`config.mk`:
```
export PLATFORM = sky130hd
export DESIGN_NAME = neighbor_presence_table
export DESIGN_NICKNAME = d
export VERILOG_FILES = /design/src/npt_pkg.sv /design/src/neighbor_presence_table.sv
export SDC_FILE = /design/constraint.sdc
export NUM_CORES = 2
export LEC_CHECK = 0
export ABC_CLOCK_PERIOD_IN_PS = 11300
export BUFFER_PORTS_ARGS = -buffer_cell sky130_fd_sc_hd__buf_2
export CAP_MARGIN = 20
export CORE_ASPECT_RATIO = 0.5
export CORE_MARGIN = 2
export CORE_UTILIZATION = 39
export CTS_CLUSTER_DIAMETER = 50
export CTS_CLUSTER_SIZE = 40
export DETAILED_ROUTE_END_ITERATION = 8
export PLACE_DENSITY_LB_ADDON = 0.05
export SETUP_SLACK_MARGIN = 0.5
export SYNTH_ARGS = -nofsm -noshare
export SYNTH_HDL_FRONTEND = slang
export SYNTH_SLANG_ARGS = --single-unit
export TNS_END_PERCENT = 10
```
`constraint.sdc`:
```
create_clock -name clk -period 11.3 [get_ports clk]
set_input_delay 1.13 -clock clk [delete_from_list [all_inputs] [get_ports clk]]
set_output_delay 1.13 -clock clk [all_outputs]
set_load 0.01 [all_outputs]
```
`src/npt_pkg.sv`:
```
`timescale 1ns / 1ps
package npt_pkg;

  localparam int NODE_SLOTS_DEF = 16;

  localparam logic [31:0] TIMEOUT_RST  = 32'd10000;
  localparam logic [4:0]  CAPACITY_RST = 5'd16;

  // register indexes
  localparam logic REG_TIMEOUT  = 1'b0;
  localparam logic REG_CAPACITY = 1'b1;

  // input modes
  localparam logic [2:0] MODE_UPDATE = 3'd0;
  localparam logic [2:0] MODE_SWEEP  = 3'd1;
  localparam logic [2:0] MODE_LOOKUP = 3'd2;
  localparam logic [2:0] MODE_DUMP   = 3'd3;
  localparam logic [2:0] MODE_REMOVE = 3'd4;
  localparam logic [2:0] MODE_CLEAR  = 3'd5;

  // result kinds
  localparam logic [1:0] KIND_FINAL   = 2'd0;
  localparam logic [1:0] KIND_OFFLINE = 2'd1;
  localparam logic [1:0] KIND_RECORD  = 2'd2;

  // status codes
  localparam logic [2:0] ST_INSERTED = 3'd0;
  localparam logic [2:0] ST_BACK     = 3'd1;
  localparam logic [2:0] ST_REFRESH  = 3'd2;
  localparam logic [2:0] ST_FULL     = 3'd3;
  localparam logic [2:0] ST_FOUND    = 3'd4;
  localparam logic [2:0] ST_NOTFOUND = 3'd5;
  localparam logic [2:0] ST_DONE     = 3'd6;

  typedef struct packed {
    logic [15:0]       addr;
    logic [31:0]       seen;
    logic signed [7:0] strength;
    logic              online;
  } entry_t;

endpackage

```
`src/neighbor_presence_table.sv`:
```
`timescale 1ns / 1ps
// a lookup or update walks the table until the address is found; a miss walks every entry;
// a new address on a full table walks twice, remove then shifts every later entry down by one
// one item at a time: s_tready is high only in idle, which is entered once the last result
// is loaded; a sweep walks twice, one offline event per expired entry; a dump, one per entry
// reset: table empty, silence limit 10000 ms, capacity 16; table memory is not cleared
module neighbor_presence_table #(
  parameter int NODE_SLOTS = npt_pkg::NODE_SLOTS_DEF
) (
  input  logic        clk,
  input  logic        rst,
  input  logic        s_tvalid,
  output logic        s_tready,
  input  logic [55:0] s_tdata,   // node_addr[15:0], signal_strength[23:16], now_ms[55:24]
  input  logic [2:0]  s_tuser,   // mode
  output logic        m_tvalid,
  input  logic        m_tready,
  // status[2:0], became_online[3], out_addr[19:4], out_last_seen[51:20],
  // out_strength[59:52], out_online[60], entry_count[65:61], online_count[70:66], zero[71]
  output logic [71:0] m_tdata,
  output logic [1:0]  m_tuser,   // result_kind
  output logic        m_tlast,
  input  logic        psel,
  input  logic        penable,
  input  logic        pwrite,
  input  logic [2:0]  paddr,
  input  logic [31:0] pwdata,
  output logic [31:0] prdata,
  output logic        pready
);
  import npt_pkg::*;

  localparam int IW   = (NODE_SLOTS > 1) ? $clog2(NODE_SLOTS) : 1;
  localparam int CW   = $clog2(NODE_SLOTS + 1);
  localparam int CMPW = (CW > 5) ? CW : 5;

  localparam logic [2:0] S_IDLE  = 3'd0;
  localparam logic [2:0] S_RD    = 3'd1;
  localparam logic [2:0] S_EV    = 3'd2;
  localparam logic [2:0] S_FIN   = 3'd3;
  localparam logic [2:0] S_SH_RD = 3'd4;
  localparam logic [2:0] S_SH_WR = 3'd5;

  localparam logic [2:0] P_FIND  = 3'd0;
  localparam logic [2:0] P_REPL  = 3'd1;
  localparam logic [2:0] P_CNT   = 3'd2;
  localparam logic [2:0] P_SWEEP = 3'd3;
  localparam logic [2:0] P_DUMP  = 3'd4;

  entry_t mem [NODE_SLOTS];
  entry_t rdata;
  logic   rd_en;
  logic [IW-1:0] rd_idx;
  logic   wr_en;
  logic   wr_go;
  logic [IW-1:0] wr_idx;
  entry_t wr_data;

  logic [31:0] silence_limit;
  logic [4:0]  capacity;

  logic [2:0]  state;
  logic [2:0]  phase;
  logic [CW-1:0] ptr;
  logic [CW-1:0] ptr_inc;
  logic [CW-1:0] used_cnt;
  logic [CW-1:0] online_cnt;
  logic [CW-1:0] off_cnt;

  logic [2:0]  mode_r;
  logic [15:0] addr_r;
  logic signed [7:0] str_r;
  logic [31:0] now_r;

  logic        best_found;
  logic [31:0] best_seen;
  logic [IW-1:0] best_idx;

  logic [1:0]  res_kind;
  logic [2:0]  res_status;
  logic        res_became;
  entry_t      res_entry;
  logic        res_last;

  logic   out_free;
  logic   table_full;
  logic   expired;
  entry_t new_ent;
  entry_t miss_ent;

  assign pready   = 1'b1;
  assign s_tready = (state == S_IDLE);
  assign out_free = !m_tvalid || m_tready;
  assign ptr_inc  = ptr + CW'(1);

  assign table_full = (CMPW'(used_cnt) >= CMPW'(capacity)) || (used_cnt == CW'(NODE_SLOTS));
  assign expired    = rdata.online && ((now_r - rdata.seen) > silence_limit);
  assign new_ent    = '{addr: addr_r, seen: now_r, strength: str_r, online: 1'b1};
  assign miss_ent   = '{addr: addr_r, seen: 32'd0, strength: 8'sd0, online: 1'b0};

  assign rd_en  = ((state == S_RD) || (state == S_SH_RD)) && (ptr < used_cnt);
  assign rd_idx = (state == S_SH_RD) ? ptr_inc[IW-1:0] : ptr[IW-1:0];

  // table write decided by wr_go; wr_en, wr_idx and wr_data are registered before mem is written
  assign wr_go = ((state == S_RD) && !(ptr < used_cnt) &&
                  (((phase == P_FIND) && (mode_r == MODE_UPDATE) && !table_full) ||
                   ((phase == P_REPL) && best_found))) ||
                 ((state == S_EV) && (phase == P_FIND) && (rdata.addr == addr_r) &&
                  (mode_r == MODE_UPDATE)) ||
                 ((state == S_EV) && (phase == P_SWEEP) && expired) ||
                 (state == S_SH_WR);

  always_ff @(posedge clk) begin
    if (wr_en) begin
      mem[wr_idx] <= wr_data;
    end
    if (rd_en) begin
      rdata <= mem[rd_idx];
    end
  end

  always_comb begin
    prdata = 32'd0;
    case (paddr[2])
      REG_TIMEOUT:  prdata = silence_limit;
      REG_CAPACITY: prdata = {27'd0, capacity};
      default:      prdata = 32'd0;
    endcase
  end

  always_ff @(posedge clk) begin
    if (rst) begin
      silence_limit <= TIMEOUT_RST;
      capacity      <= CAPACITY_RST;
    end else if (psel && penable && pwrite && pready) begin
      case (paddr[2])
        REG_TIMEOUT:  silence_limit <= pwdata;
        REG_CAPACITY: capacity      <= pwdata[4:0];
        default:      ;
      endcase
    end
  end

  always_ff @(posedge clk) begin
    if (rst) begin
      state      <= S_IDLE;
      phase      <= P_FIND;
      ptr        <= '0;
      used_cnt   <= '0;
      online_cnt <= '0;
      off_cnt    <= '0;
      best_found <= 1'b0;
      wr_en      <= 1'b0;
      m_tvalid   <= 1'b0;
    end else begin
      wr_en <= wr_go;
      if ((state == S_FIN) && out_free) begin
        m_tvalid <= 1'b1;
      end else if (m_tready) begin
        m_tvalid <= 1'b0;
      end
      case (state)
        S_IDLE: begin
          if (s_tvalid) begin
            addr_r     <= s_tdata[15:0];
            str_r      <= s_tdata[23:16];
            now_r      <= s_tdata[55:24];
            mode_r     <= s_tuser;
            ptr        <= '0;
            off_cnt    <= '0;
            best_found <= 1'b0;
            res_kind   <= KIND_FINAL;
            res_status <= ST_DONE;
            res_became <= 1'b0;
            res_entry  <= '0;
            res_last   <= 1'b1;
            case (s_tuser)
              MODE_UPDATE, MODE_LOOKUP, MODE_REMOVE: begin
                phase <= P_FIND;
                state <= S_RD;
              end
              MODE_SWEEP: begin
                phase <= P_CNT;
                state <= S_RD;
              end
              MODE_DUMP: begin
                phase <= P_DUMP;
                state <= S_RD;
              end
              MODE_CLEAR: begin
                used_cnt   <= '0;
                online_cnt <= '0;
                state      <= S_FIN;
              end
              default: state <= S_FIN;
            endcase
          end
        end
        S_RD: begin
          if (ptr < used_cnt) begin
            state <= S_EV;
          end else begin
            case (phase)
              P_FIND: begin
                if ((mode_r == MODE_UPDATE) && table_full) begin
                  phase <= P_REPL;
                  ptr   <= '0;
                  state <= S_RD;
                end else if (mode_r == MODE_UPDATE) begin
                  wr_idx     <= used_cnt[IW-1:0];
                  wr_data    <= new_ent;
                  used_cnt   <= used_cnt + CW'(1);
                  online_cnt <= online_cnt + CW'(1);
                  res_kind   <= KIND_FINAL;
                  res_status <= ST_INSERTED;
                  res_became <= 1'b1;
                  res_entry  <= new_ent;
                  res_last   <= 1'b1;
                  state      <= S_FIN;
                end else begin
                  res_kind   <= KIND_FINAL;
                  res_status <= ST_NOTFOUND;
                  res_became <= 1'b0;
                  res_entry  <= miss_ent;
                  res_last   <= 1'b1;
                  state      <= S_FIN;
                end
              end
              P_REPL: begin
                res_kind <= KIND_FINAL;
                res_last <= 1'b1;
                state    <= S_FIN;
                if (best_found) begin
                  wr_idx     <= best_idx;
                  wr_data    <= new_ent;
                  online_cnt <= online_cnt + CW'(1);
                  res_status <= ST_INSERTED;
                  res_became <= 1'b1;
                  res_entry  <= new_ent;
                end else begin
                  res_status <= ST_FULL;
                  res_became <= 1'b0;
                  res_entry  <= miss_ent;
                end
              end
              P_CNT: begin
                // events carry the count after the whole sweep
                online_cnt <= online_cnt - off_cnt;
                phase      <= P_SWEEP;
                ptr        <= '0;
                state      <= S_RD;
              end
              default: begin
                res_kind   <= KIND_FINAL;
                res_status <= ST_DONE;
                res_became <= 1'b0;
                res_entry  <= '0;
                res_last   <= 1'b1;
                state      <= S_FIN;
              end
            endcase
          end
        end
        S_EV: begin
          case (phase)
            P_FIND: begin
              if (rdata.addr == addr_r) begin
                res_kind <= KIND_FINAL;
                res_last <= 1'b1;
                case (mode_r)
                  MODE_UPDATE: begin
                    wr_idx     <= ptr[IW-1:0];
                    wr_data    <= '{addr: rdata.addr, seen: now_r, strength: str_r,
                                    online: 1'b1};
                    res_entry  <= '{addr: rdata.addr, seen: now_r, strength: str_r,
                                    online: 1'b1};
                    res_status <= rdata.online ? ST_REFRESH : ST_BACK;
                    res_became <= !rdata.online;
                    if (!rdata.online) begin
                      online_cnt <= online_cnt + CW'(1);
                    end
                    state      <= S_FIN;
                  end
                  MODE_LOOKUP: begin
                    res_entry  <= rdata;
                    res_status <= ST_FOUND;
                    res_became <= 1'b0;
                    state      <= S_FIN;
                  end
                  default: begin
                    res_entry  <= rdata;
                    res_status <= ST_FOUND;
                    res_became <= 1'b0;
                    used_cnt   <= used_cnt - CW'(1);
                    online_cnt <= online_cnt - CW'(rdata.online);
                    state      <= S_SH_RD;
                  end
                endcase
              end else begin
                ptr   <= ptr_inc;
                state <= S_RD;
              end
            end
            P_REPL: begin
              ptr   <= ptr_inc;
              state <= S_RD;
              if (!rdata.online && (!best_found || rdata.seen < best_seen)) begin
                best_found <= 1'b1;
                best_seen  <= rdata.seen;
                best_idx   <= ptr[IW-1:0];
              end
            end
            P_CNT: begin
              ptr   <= ptr_inc;
              state <= S_RD;
              if (expired) begin
                off_cnt <= off_cnt + CW'(1);
              end
            end
            P_SWEEP: begin
              if (expired) begin
                wr_idx     <= ptr[IW-1:0];
                wr_data    <= '{addr: rdata.addr, seen: rdata.seen,
                                strength: rdata.strength, online: 1'b0};
                res_kind   <= KIND_OFFLINE;
                res_status <= ST_INSERTED;
                res_became <= 1'b0;
                res_entry  <= '{addr: rdata.addr, seen: rdata.seen,
                                strength: rdata.strength, online: 1'b0};
                res_last   <= 1'b0;
                state      <= S_FIN;
              end else begin
                ptr   <= ptr_inc;
                state <= S_RD;
              end
            end
            default: begin
              res_kind   <= KIND_RECORD;
              res_status <= ST_INSERTED;
              res_became <= 1'b0;
              res_entry  <= rdata;
              res_last   <= 1'b0;
              state      <= S_FIN;
            end
          endcase
        end
        S_SH_RD: begin
          // used_cnt already holds the count after removal
          if (ptr < used_cnt) begin
            state <= S_SH_WR;
          end else begin
            state <= S_FIN;
          end
        end
        S_SH_WR: begin
          wr_idx  <= ptr[IW-1:0];
          wr_data <= rdata;
          ptr     <= ptr_inc;
          state   <= S_SH_RD;
        end
        S_FIN: begin
          if (out_free) begin
            m_tuser  <= res_kind;
            m_tlast  <= res_last;
            m_tdata  <= {1'b0, 5'(online_cnt), 5'(used_cnt), res_entry.online,
                         res_entry.strength, res_entry.seen, res_entry.addr,
                         res_became, res_status};
            if (res_last) begin
              state <= S_IDLE;
            end else begin
              ptr   <= ptr_inc;
              state <= S_RD;
            end
          end
        end
        default: state <= S_IDLE;
      endcase
    end
  end

endmodule
```
# [Word-level counts from Yosys, hierarchy flattened]
# Memory sizes are Yosys's and may differ from the RTL's. A register that Yosys moved wholly into a read port is not among the register bits.
# Cells that the tools add are included.
[word_totals] in_bits=101 mem_count=1 word_cells=285 ff_bits=360 out_inout_bits=110 ramBits=912
[mem_list] name="mem" depth=16 width=57 rd=1 rd_ports_with_merged_regs=1 write_ports=1 line_no="neighbor_presence_table.sv:50" text="entry_t mem [NODE_SLOTS];"
[classes] n_lt_le_gt_ge=4 bitwise_logic=2 n_mux=129 n_reduce_logical=58 eq_ne=50 addsub=8
[op_table] op="case mux 57 bit (3 select lines)" count=4
[op_table] op="2-to-1 mux 57 bit" count=11
[op_table] op="case mux 57 bit (2 select lines)" count=2
[op_table] op="2-to-1 mux 5 bit" count=25
[op_table] op="2-to-1 mux 41 bit" count=3
[op_table] op="case mux 32 bit (2 select lines)" count=1
[op_table] op="case mux 5 bit (3 select lines)" count=4
[op_table] op="2-to-1 mux 3 bit" count=16
[op_table] op="case mux 3 bit (3 select lines)" count=5
[op_table] op="greater-than comparator 32 bit" count=1
[op_table] op="less-than comparator 32 bit" count=1
[op_table] op="2-to-1 mux 4 bit" count=8
[op_table] op="subtractor 32 bit" count=1
[op_table] op="case mux 5 bit (2 select lines)" count=3
[op_table] op="case mux 5 bit (5 select lines)" count=1
[op_table] op="!= test 2 bit, second input constant" count=12
[op_table] op="equality test 3 x 2 -> 1 bit, second input constant" count=7
[op_table] op="!= test 3 bit, second input constant" count=7
[op_table] op="adder 5 x 1 -> 5 bit, second input constant" count=4
[op_table] op="2-to-1 mux 2 bit" count=10
[op_table] op="AND reduction 10 bit" count=2
[op_table] op="2-to-1 mux 1 bit" count=19
[op_table] op="case mux 3 bit (2 select lines)" count=3
[op_table] op="case mux 3 bit (6 select lines)" count=1
[op_table] op="38 further kinds" count=100

# [Depth between registers and ports, before layout]
[logic_depth] depth_word=9 ltp_mapped=21 ltp_nobuf=21

# [Least setup slack after synthesis]
# OpenSTA, ideal clock, no wires.
[synth_path] path_type="input-to-reg" start="in rst" end="reg m_tdata[0] (enable)" t_required_ps=10611 t_arrival_ps=8437 path_stages=2 n_path_buf=1 path_slack_ps=2175 setup_time_ps=689 cell_sequence="clkbuf_1 > nor4_1"
[synth_between] elab_chain_cells=2
[synth_rtl] item="start: declaration" line_no="neighbor_presence_table.sv:11" text="input logic rst,"
[synth_rtl] item="inverter 1 bit (no line)"
[synth_rtl] item="AND reduction 3 bit (no line)"
[synth_rtl] item="end signal: assignment" line_no="neighbor_presence_table.sv:365" text="m_tdata <= {1'b0, 5'(online_cnt), 5'(used_cnt), res_entry.online,"
[synth_rtl] item="end: declaration" line_no="neighbor_presence_table.sv:20" text="output logic [71:0] m_tdata,"
# Every way passes these cells.
# A chain may end at the register's enable or synchronous reset.

# [Final worst setup path]
[layout_path] start="reg, netlist name rdata[10]" end="reg wr_data[50] (netlist bit) (enable)"
[layout_between] elab_chain_cells=5
[layout_rtl] item="subtractor 32 bit" line_no="neighbor_presence_table.sv:97" text="assign expired = rdata.online && ((now_r - rdata.seen) > silence_limit);"
[layout_rtl] item="greater-than comparator 32 bit" line_no="neighbor_presence_table.sv:97"
[layout_rtl] item="logical AND 1 bit" line_no="neighbor_presence_table.sv:97"
[layout_rtl] item="!= test 3 bit (no line)"
[layout_rtl] item="AND reduction 11 bit (no line)"
[layout_rtl] item="end signal: assignment" line_no="neighbor_presence_table.sv:211" text="wr_data <= new_ent;"
[layout_rtl] item="end signal: assignment" line_no="neighbor_presence_table.sv:235" text="wr_data <= new_ent;"
[layout_rtl] item="end signal: assignment" line_no="neighbor_presence_table.sv:273" text="wr_data <= '{addr: rdata.addr, seen: now_r, strength: str_r,"
[layout_rtl] item="end: declaration" line_no="neighbor_presence_table.sv:57" text="entry_t wr_data;"
# Every way passes these cells.

==> out/metrics.cfg <==
[final_layout]
layout.nets=3310
drive_gt1_frac=0.266
area_growth_pct=13.8
finalNonFillerCells=4993
design_area_sq_um=61100
post-route-util=0.446
fillCellCount=11800

[place]
dp_hpwl_mm=80.5
dpl_cell_area_sq_um=57100
io_buffers=206
dp.cells=4798
place.gp.congestion=0.793
dp_worst_setup_slack_ns=4.29

[sta]
post-route-period-util=0.611
final-hold-violation-count=0
relSlewSlack=0.295
fmax_mhz=145
finalCriticalPeriod_ns=6.91
drv_slew=0
layout_setup_ws_ns=4.39
worstMarginPinSlew_ns=1.06
finalSetupViolations=0
setup-tns-final_ns=0
rsz0062_at_grt=no
fin_skew_ns=0.0490

[clocking]
cts_tree=yes
clockBufferDepth=3
h-tree-depth=3
post_cts_buffers=0
numCtsBuffers=104
insertion_delay_ns=0.76
clk_pin_slew_ns=0.08
cts-root-buf=clkbuf_16
cts_hold_buf=0
clock_sinks=1329
cts_resized=0

[worst_setup_path]
reg2reg_slack_ns=4.39
critical_path_peak_fanout=39
crit_buf_inv=3
end_kind=flop
cp-start-kind=flop
cp.arrival_ns=7.26
cpPeakStageDelay_ns=0.80
reg2reg_depth=20
crit_slowest_cell=buf_4
r2r_end=wr_data[50]
path_class=flop to flop
crit_chain=inv_1, ha_1, nor2b_1, o2111ai_1, a2111oi_0, o31a_1, o21ai_1, a31oi_1, o31ai_1, a211o_1, ha_1, and4_1, nand4_1, a21oi_1, nor4b_4, o21ai_0, nand4_1, a21oi_4, buf_4, buf_4
cp_top_family=compound AO/OA/AOI/OAI gates
required_ns=11.66
crit-reg2reg-launch=rdata[10]

[synth]
yosysMostFrequentCell=edfxtp_1
synth-async-reset-ratio=0
ys_types=84
synth_edf_count=1263
synth_xor_area_frac=0.00964
ys_warn_count=0
synth_compound_area_frac=0.0452
synthSimpleGateAreaFrac=0.0318
ys.flop_type=edfxtp_1
synthAdderAreaFrac=0.0279
synth_area_leaders=edfxtp_1 71%, mux4_2 12%, ha_1 2.7%, dfxtp_1 2.5%, mux2_2 1.2%
synth_top_family_by_area=multiplexers
ys_seq_area_frac=0.731
synth_commonest_cells=1,263 x edfxtp_1, 283 x mux4_2, 127 x nand2_1, 124 x inv_1, 116 x nor2_1
avgSynthCellArea_sq_um=18.9
ys_ff_latch=1329
synth_top_cell_by_area=edfxtp_1
synth_area_sq_um=53700
synthMuxAreaShare=0.134
yosys.area.top_type_share=0.706
syn-num-nets=3054
synth_cells=2835

[flow_run]
cap_violations=0

[detailed_routing]
vias_per_cell=5.46
dr_wl_met2_mm=63.2
routed.top_layer=met5
drc=0
vias=27300
drt-met1-wl_mm=67.3
antenna_left=0
wl_mm=141
drt_iter0_drc=2780
first_pass_iters=5
wl_met3_mm=7.74
wl_per_cell_microns=28.2

[global_routing]
grt_overflow=0
grt_first_pass_wirelength_mm=201
grtUsageTotal=0.201
grt_pass1_vias=27700
grt_max_degree=114
grt_antenna_before_repair=13

[power]
irDropWorstVdd_mv=0.128
p_leak_uw=0.0206
power_density_nw_per_um2=174

[status]
outcome=completed

[die]
die_w_microns=529
core_sq_um=137000
dieArea_sq_um=141000
initial_utilization=0.392
io_pins=211
die_y_microns=266
rows=96

[min_path]
whs_endpoint=m_tdata[36]
hold_depth=0
hold_class=flop to flop
hp-start=res_entry[25]

-- metal layers --
metal | track usage | vias up
met5 | 0 | -
met3 | 0.0312 | 164
met4 | 0.0430 | 8
met2 | 0.305 | 688
met1 | 0.306 | 14500
li1 | - | 12000
-- worst reg2reg max path, stage by stage (launching register included) --
cell	delay (ns)
edfxtp_1	0.45
inv_1	0.11
ha_1	0.28
nor2b_1	0.17
o2111ai_1	0.25
a2111oi_0	0.78
o31a_1	0.30
o21ai_1	0.13
a31oi_1	0.34
o31ai_1	0.14
a211o_1	0.29
ha_1	0.29
and4_1	0.28
nand4_1	0.20
a21oi_1	0.34
nor4b_4	0.15
o21ai_0	0.23
nand4_1	0.28
a21oi_4	0.21
buf_4	0.44
buf_4	0.82
-- how the worst max path moves through the flow --
| stage | slack, ns | end | depth (start not counted) | from |
|---|---|---|---|---|
| after floorplan | 2.17 | m_tdata[0] | 2 | rst |
| after global routing | 3.84 | wr_data[43] | 20 | rdata[10] |
| after global placement | 4.27 | wr_data[43] | 20 | rdata[10] |
| final | 4.39 | wr_data[50] | 20 | rdata[10] |
| after CTS | 4.23 | wr_data[43] | 20 | rdata[10] |
| after detailed placement | 4.29 | wr_data[43] | 20 | rdata[10] |
-- layout make-up --
class | instances | area (sq um) | area share
sequential | 1329 | 39200 | 0.642
multi-input combinational | 1261 | 13600 | 0.223
clock buffer | 107 | 2640 | 0.0431
tap | 1813 | 2270 | 0.0371
timing repair buffer | 270 | 1540 | 0.0251
clock inverter | 86 | 1340 | 0.0220
inverter | 125 | 470 | 0.00770
antenna | 2 | 5.00 | 0.0000819
-- cell families after synthesis --
kind of cell,count (synthesis)
DFF,1329
and+or+nand+nor,370
AOI/OAI and AO/OA,358
muxes,356
buffers and inverters,245
adders and majority gates,118
xor gates and xnor gates,57
other,2
-- power by group --
| group | leakage (uW) | internal, uW | switching (uW) |
|---|---|---|---|
| Clock | 0.00190 | 2090 | 2090 |
| Combinational | 0.00675 | 344 | 490 |
| Sequential | 0.0120 | 5510 | 102 |
-- flip-flops by register name, indices dropped and copies added (netlist names), 5 cells and up --
register       flops
str_r              8
silence_limit     32
mem              912
used_cnt           5
ptr                5
off_cnt            5
capacity           5
rdata             57
res_entry         57
best_seen         32
now_r             32
addr_r            16
m_tdata           71
wr_data           57
online_cnt         5
-- stage by stage --
step / total power, uW / hold slack, ns
finish: 10600 / 0.416
floorplan: 6270 / 0.400
CTS: 10800 / 0.412
detailed placement: 6570 / 0.405
global route: 11000 / 0.428
global placement: 6570 / 0.401
-- cell usage in the layout, fill, tap and decap left out, types with 12 or more instances in the layout --
cell       synthesis  routed
a22o_1            57      57
nand3_1           21      21
inv_1            124     124
clkinv_8           0      25
nor2_1           116     101
nand2_1          127     126
mux2i_1           14      13
edfxtp_1        1263    1263
nor2_4             0      14
mux2_2            57      57
mux4_2           283     283
a21oi_1          101      99
nor3_1            27      21
xor2_1            28      26
buf_4             24      62
a21o_1            37      37
inv_12             0      14
buf_2             32     206
ha_1             115     115
o211ai_1          12      12
dfxtp_1           66      66
o21ai_0           55      55
nand4_1           13      13
xnor2_1           28      28
clkbuf_16          0     105
No activity file was read; power rests on OpenSTA's default activity.
